===== config.mk =====
export PLATFORM = sky130hd
export DESIGN_NAME = qslerp_sqrt
export DESIGN_NICKNAME = d
export VERILOG_FILES = /design/src/rtl/qslerp_pkg.sv /design/src/rtl/qslerp_sqrt.sv
export SDC_FILE = /design/constraint.sdc
export NUM_CORES = 2
export LEC_CHECK = 0
export BUFFER_PORTS_ARGS = -buffer_cell sky130_fd_sc_hd__buf_2
export CAP_MARGIN = 10
export CORE_ASPECT_RATIO = 1.4
export CORE_MARGIN = 8
export CORE_UTILIZATION = 50
export DETAILED_ROUTE_END_ITERATION = 16
export PLACE_DENSITY = 0.65
export SLEW_MARGIN = 20
export SYNTH_ARGS = -nofsm -noshare
export SYNTH_HDL_FRONTEND = slang
export SYNTH_SLANG_ARGS = --single-unit

===== constraint.sdc =====
create_clock -name clk -period 8.9 [get_ports clk]
set_input_delay 0.89 -clock clk [delete_from_list [all_inputs] [get_ports clk]]
set_output_delay 0.89 -clock clk [all_outputs]
set_load 0.03 [all_outputs]

===== src/rtl/qslerp_pkg.sv =====
`timescale 1ns / 1ps
`default_nettype none
// ----------------------------------------------------------------------------
// qslerp_pkg
// shared widths, angle constants and the cordic arctangent table
// ----------------------------------------------------------------------------
package qslerp_pkg;

    localparam int FRAC_BITS  = 14;   // q2.14 word format
    localparam int WF         = 30;   // internal fraction bits
    localparam int C_W        = 30;   // |dot| in q.30
    localparam int V_W        = 61;   // 2^60 - c*c
    localparam int SQ_W       = 62;   // square root working width
    localparam int S_W        = 31;   // sine of half angle
    localparam int XY_W       = 34;   // cordic x and y
    localparam int ANG_W      = 36;   // angles in q.30
    localparam int NUM_W      = 52;   // blend numerator
    localparam int Q_W        = 16;   // quotient bits
    localparam int SQRT_STEPS = 31;

    localparam logic signed [ANG_W-1:0] PI_A      = 36'sd3373259426;
    localparam logic signed [ANG_W-1:0] HALF_PI_A = 36'sd1686629713;
    localparam logic signed [ANG_W-1:0] TWO_PI_A  = 36'sd6746518852;
    localparam logic signed [XY_W-1:0]  GAIN_XY   = 34'sd652032874;

    localparam logic [1:0] PATH_FIRST = 2'd0;
    localparam logic [1:0] PATH_AVG   = 2'd1;
    localparam logic [1:0] PATH_BLEND = 2'd2;

    function automatic logic [30:0] atan_w(input logic [4:0] i);
        logic [30:0] r;
        case (i)
            5'd0:    r = 31'd843314857;
            5'd1:    r = 31'd497837830;
            5'd2:    r = 31'd263043837;
            5'd3:    r = 31'd133525159;
            5'd4:    r = 31'd67021687;
            5'd5:    r = 31'd33543516;
            5'd6:    r = 31'd16775851;
            5'd7:    r = 31'd8388437;
            5'd8:    r = 31'd4194283;
            5'd9:    r = 31'd2097149;
            5'd31:   r = 31'd0;
            default: r = 31'd1 << (5'd30 - i);
        endcase
        return r;
    endfunction

endpackage
`default_nettype wire


===== src/rtl/qslerp_sqrt.sv =====
`timescale 1ns / 1ps
`default_nettype none
// ----------------------------------------------------------------------------
// qslerp_sqrt
// pipelined integer square root, one result bit per stage
// ----------------------------------------------------------------------------
module qslerp_sqrt (
    input  logic                        clk,
    input  logic [qslerp_pkg::V_W-1:0]  v,
    output logic [qslerp_pkg::S_W-1:0]  root
);
    import qslerp_pkg::*;

    logic [SQ_W-1:0] rem_reg  [0:SQRT_STEPS];
    logic [SQ_W-1:0] root_reg [0:SQRT_STEPS];

    always_ff @(posedge clk)
    begin
        rem_reg[0]  <= SQ_W'(v);
        root_reg[0] <= '0;
    end

    for (genvar j = 0; j < SQRT_STEPS; j++)
    begin : g_step
        logic [SQ_W-1:0] bitv;
        logic [SQ_W-1:0] trial;
        assign bitv  = SQ_W'(1) << (2 * (SQRT_STEPS - 1 - j));
        assign trial = root_reg[j] + bitv;

        always_ff @(posedge clk)
        begin
            if (rem_reg[j] >= trial)
            begin
                rem_reg[j+1]  <= rem_reg[j] - trial;
                root_reg[j+1] <= (root_reg[j] >> 1) + bitv;
            end
            else
            begin
                rem_reg[j+1]  <= rem_reg[j];
                root_reg[j+1] <= root_reg[j] >> 1;
            end
        end
    end

    assign root = root_reg[SQRT_STEPS][S_W-1:0];

endmodule
`default_nettype wire


Word-level counts from Yosys, hierarchy flattened
Memory sizes are Yosys's and may differ from the RTL's.
Cells that the tools add are included.
{"block": "totals", "wordCells": 343, "register_bits": 0, "mem_count": 2, "ram_bits": 3968, "inputBits": 62}
{"name": "rem_reg", "words": 32, "word_bits": 62, "rd": 31, "rd_clocked_by_memory_dff": 0, "wr": 32, "line": "qslerp_sqrt.sv:14", "rtl": "logic [SQ_W-1:0] rem_reg [0:SQRT_STEPS];"}
{"name": "root_reg", "words": 32, "word_bits": 62, "rd": 32, "rd_clocked_by_memory_dff": 0, "wr": 32, "line": "qslerp_sqrt.sv:15", "rtl": "logic [SQ_W-1:0] root_reg [0:SQRT_STEPS];"}
{"block": "classes", "order_cmp": 31, "n_mux": 155, "add_sub_neg": 93, "n_bitwise": 62}
{"operator": "$mux W62", "count": 62}
{"operator": "$ge A62 B62 Y1", "count": 31}
{"operator": "$sub A62 B62 Y62", "count": 31}
{"operator": "$mux W1", "count": 93}
{"operator": "$add A61 B1 Y62 const B", "count": 1}
{"operator": "$add A61 B11 Y62 const B", "count": 1}
{"operator": "$add A61 B13 Y62 const B", "count": 1}
{"operator": "$add A61 B15 Y62 const B", "count": 1}
{"operator": "$add A61 B17 Y62 const B", "count": 1}
{"operator": "$add A61 B19 Y62 const B", "count": 1}
{"operator": "$add A61 B21 Y62 const B", "count": 1}
{"operator": "$add A61 B23 Y62 const B", "count": 1}
{"operator": "$add A61 B25 Y62 const B", "count": 1}
{"operator": "$add A61 B27 Y62 const B", "count": 1}
{"operator": "$add A61 B29 Y62 const B", "count": 1}
{"operator": "$add A61 B3 Y62 const B", "count": 1}
{"operator": "$add A61 B31 Y62 const B", "count": 1}
{"operator": "$add A61 B33 Y62 const B", "count": 1}
{"operator": "$add A61 B35 Y62 const B", "count": 1}
{"operator": "$add A61 B37 Y62 const B", "count": 1}
{"operator": "$add A61 B39 Y62 const B", "count": 1}
{"operator": "$add A61 B41 Y62 const B", "count": 1}
{"operator": "$add A61 B43 Y62 const B", "count": 1}
{"operator": "$add A61 B45 Y62 const B", "count": 1}
{"operator": "43 further kinds", "count": 104}

Logic depth before layout (Yosys ltp)
An unclocked memory read counts as a cell.
{"block": "depth", "word_depth": 6, "ltp_mapped": 15}

Least setup slack after synthesis
Ideal clock, no wire load.
{"block": "synth_path", "kind": "register -> register", "startpoint": "memory rem_reg[26][42] (netlist: rem_reg[3][166])", "endpoint": "memory rem_reg[27][23] (netlist: rem_reg[3][209])", "path_stages_with_launch": 14, "setup_time_ns": 0.118, "synth_period_minus_slack_ns": 3.460, "t_arrival_ns": 3.342, "path_buffers": 3, "setup_slack_ns": 5.440, "path_cell_list": "dfxtp_1 or4_4 or4_1 buf_2 or4_4 nor4_4 nand2b_1 or4_4 a21oi_4 inv_2 buf_6 buf_6 nor2_2 a21oi_2"}
{"item": "start: declaration", "line": "qslerp_sqrt.sv:14"}

==> impl_results.md <==
* Status: complete, no violations
* Layout cell share with drive strength beyond 1 at 0.0740
* Number of global-route vias before repair at 66023
* RSZ-0062 raised after global routing: no
* R2R depth at 13
* Clk Tree Root Cell: clkbuf_16
* Gr ovfl total at 0
* Crit-path leading delay family: compound AO/OA/AOI/OAI gates
* Post-Syn Area per Cell at between 10 and 15 µm²
* Part of the Yosys area used for sequential elements at 0.535
* Synth top area cells: dfxtp_1 53%, ha_1 7.2%, xnor2_1 4.0%
* Fmax at 0.205 GHz
* Vias at between 60000 and 70000
* Worst path slowest cell: o311ai_0
* CP Class: reg -> reg
* Initial DRC Count at 3614
* Clk sinks at 2417
* Area grow syn2layout at 12.3%
* Number of flops mapped to enable cells by yosys at 0
* Actual slew at the worst max-slew pin at approximately 1100 ps
* Pwr per Cell Area at roughly 320 mW/mm²
* Slew HR at 0.262
* Die height at 519 µm
* Clock insertion delay at the later pin of the skew report at 880 ps
* Max-cap violations at 0
* CTS tree: yes
* Crit. path cell count at 13
* Synth area leader: dfxtp_1
* Crit path launch: root_reg[28][6]
* Largest net degree at the start of global routing at 57
* H-tree depth at 4
* Static leakage at between 0.04 and 0.05 µW
* Initial antenna violation count at 11
* # rows at ~190
* Final WS setup at 4030 ps
* Final period demand of the worst path at 4870 ps
* Max FFs per register at 1921
* Final hold vios at 0
* # DRC at 0
* Post-CTS sizing at 0
* Drt total wl at 236000 µm
* RePlAce Congestion at approximately 0.93
* CP Launch Type: flip-flop
* Setup TNS at 0 ps
* Synth top cells by count: 2417 x dfxtp_1, 635 x inv_1, 633 x nand2_1
* Area of the core at about 0.18 mm²
* Post-CTS setup buffer count at 0
* Setup crit end kind: flip-flop
* Crit path buffers/inverters at 3
* Worst R2R Setup Slack at 4030 ps
* Clk_skew at 96.8 ps
* Period utilisation layout at 0.548
* Critical Path Max Stage Delay at about 740 ps
* Critical path fanouts, max at 56
* Async set or reset register ratio after synthesis at 0
* Post-synthesis cell type count at between 80 and 90
* Worst min-delay path class: in -> reg
* Post-synth top area share at 0.535
* Critical Path Sink: rem_reg[3][371]
* Synthesized area at 0.0905 mm²
* DP HPWL at 187000 µm
* Synth Flop Type: dfxtp_1
* Post-CTS Hold Buffers at 0
* Ports at 93
* Top-count cell post-synth: dfxtp_1
* Setup Slack @ Placement at just under 4000 ps
* Cells after synthesis at about 9000
* FF+latch count, synth at about 2400
* Routed Antenna Nets at 0
* Synth warn at 0
* Worst vdd ir at 0.279 mV
* FILL cells at 15686
* DRT Pass-1 Iters at 5
* Die width at ~380 µm
* Critical Path AT at 5580 ps
* Vias per cell at 5.48
* Reg clk slew, reported paths at 70 ps
* First-pass GRT wire length at 365000 µm
* Starting density of the core at 0.501
* Final setup violating endpoints at 0
* Total GRT Usage at 0.235
* Fin nets at roughly 9800
* R2R Path Start: root_reg[28][6]
* Die area at 0.195 mm²
* Critical Path, Cell by Cell: inv_1 -> ha_1 -> nor2b_1 -> o311ai_0 -> a211o_1 -> a21boi_0 -> a311oi_1 -> o41a_2 -> buf_4 -> clkinv_1 -> o211ai_1 -> nor3_1 -> xor2_1
* R2r endpoint: rem_reg[3][371]
* Clock tree buffer depth at 3
* Max-slew violations at 0
* Total CTS buffers at between 200 and 250
* Avg WL per Cell at approximately 20 µm
* WP data required at roughly 9600 ps
* I/O Buffers at 92
[per-stage QoR]
| stage | util | hold slack (ps) | std cells | power [µW] | area [µm²] |
|---|---|---|---|---|---|
| floorplan | - | 310 | 9036 | 20300 | 90500 |
| global placement | 0.518 | 312 | 11406 | 22800 | 93600 |
| detailed placement | 0.518 | 312 | 11409 | 22900 | 93700 |
| CTS | 0.562 | 35.0 | 11815 | 33100 | 102000 |
| global route | 0.562 | 59.3 | 11816 | 34600 | 102000 |
| finish | 0.562 | 102 | 11818 | 32900 | 102000 |
[cell families after synthesis]
kind of cell	synth area share
DFF	0.535
adders and majority gates	0.0723
muxes	0.00980
AOI/OAI and AO/OA	0.119
other	0.0000414
xor gates and xnor gates	0.0804
and+or+nand+nor	0.150
buffers and inverters	0.0348
[per-layer routing]
metal  global-route usage  share of wire  up-vias
met5                    0              0        -
met4                0.125          0.059        0
met3               0.0273          0.031      670
met2                0.466           0.54     1488
met1                0.235           0.37    30738
li1                     -              -    31859
[layout make-up]
class,instances,area (µm²),area share
flip-flops and latches,2417,48400,0.476
multi-input cells,5793,39100,0.385
clock buffers,278,5960,0.0586
well taps,2431,3040,0.0299
inverters,638,2390,0.0236
clock inverters,128,1990,0.0195
repair buffers,130,743,0.00731
diodes,3,7.51,0.0000738
[cells in the final DEF, fill, tap and decap left out, types with 305 or more instances in the layout]
cell	synthesis	layout
o21ai_0	448	447
a21oi_1	538	537
xor2_1	414	414
inv_1	635	635
nand2_1	633	633
xnor2_1	417	417
ha_1	523	523
nor2_1	534	533
nor4_1	313	305
dfxtp_1	2417	2417
[how the worst min path moves through the flow]
stage                         startpoint         endpoint  slack, ps  depth (start not counted)
after floorplan           rem_reg[0][38]  rem_reg[0][100]        310                          0
after global placement    rem_reg[0][33]   rem_reg[0][95]        310                          0
after global routing                v[8]    rem_reg[0][8]         60                          1
after CTS                          v[51]   rem_reg[0][51]         30                          1
final                              v[50]   rem_reg[0][50]        100                          1
after detailed placement   rem_reg[0][9]   rem_reg[0][71]        310                          0
[report_power, final]
group	total (µW)	switching, µW	internal [µW]
Sequential	15300	2150	13200
Combinational	7480	4220	3260
Clock	10100	4200	5890
Total	32900	10600	22300
Note: power is estimated with default switching activity, not from simulation.
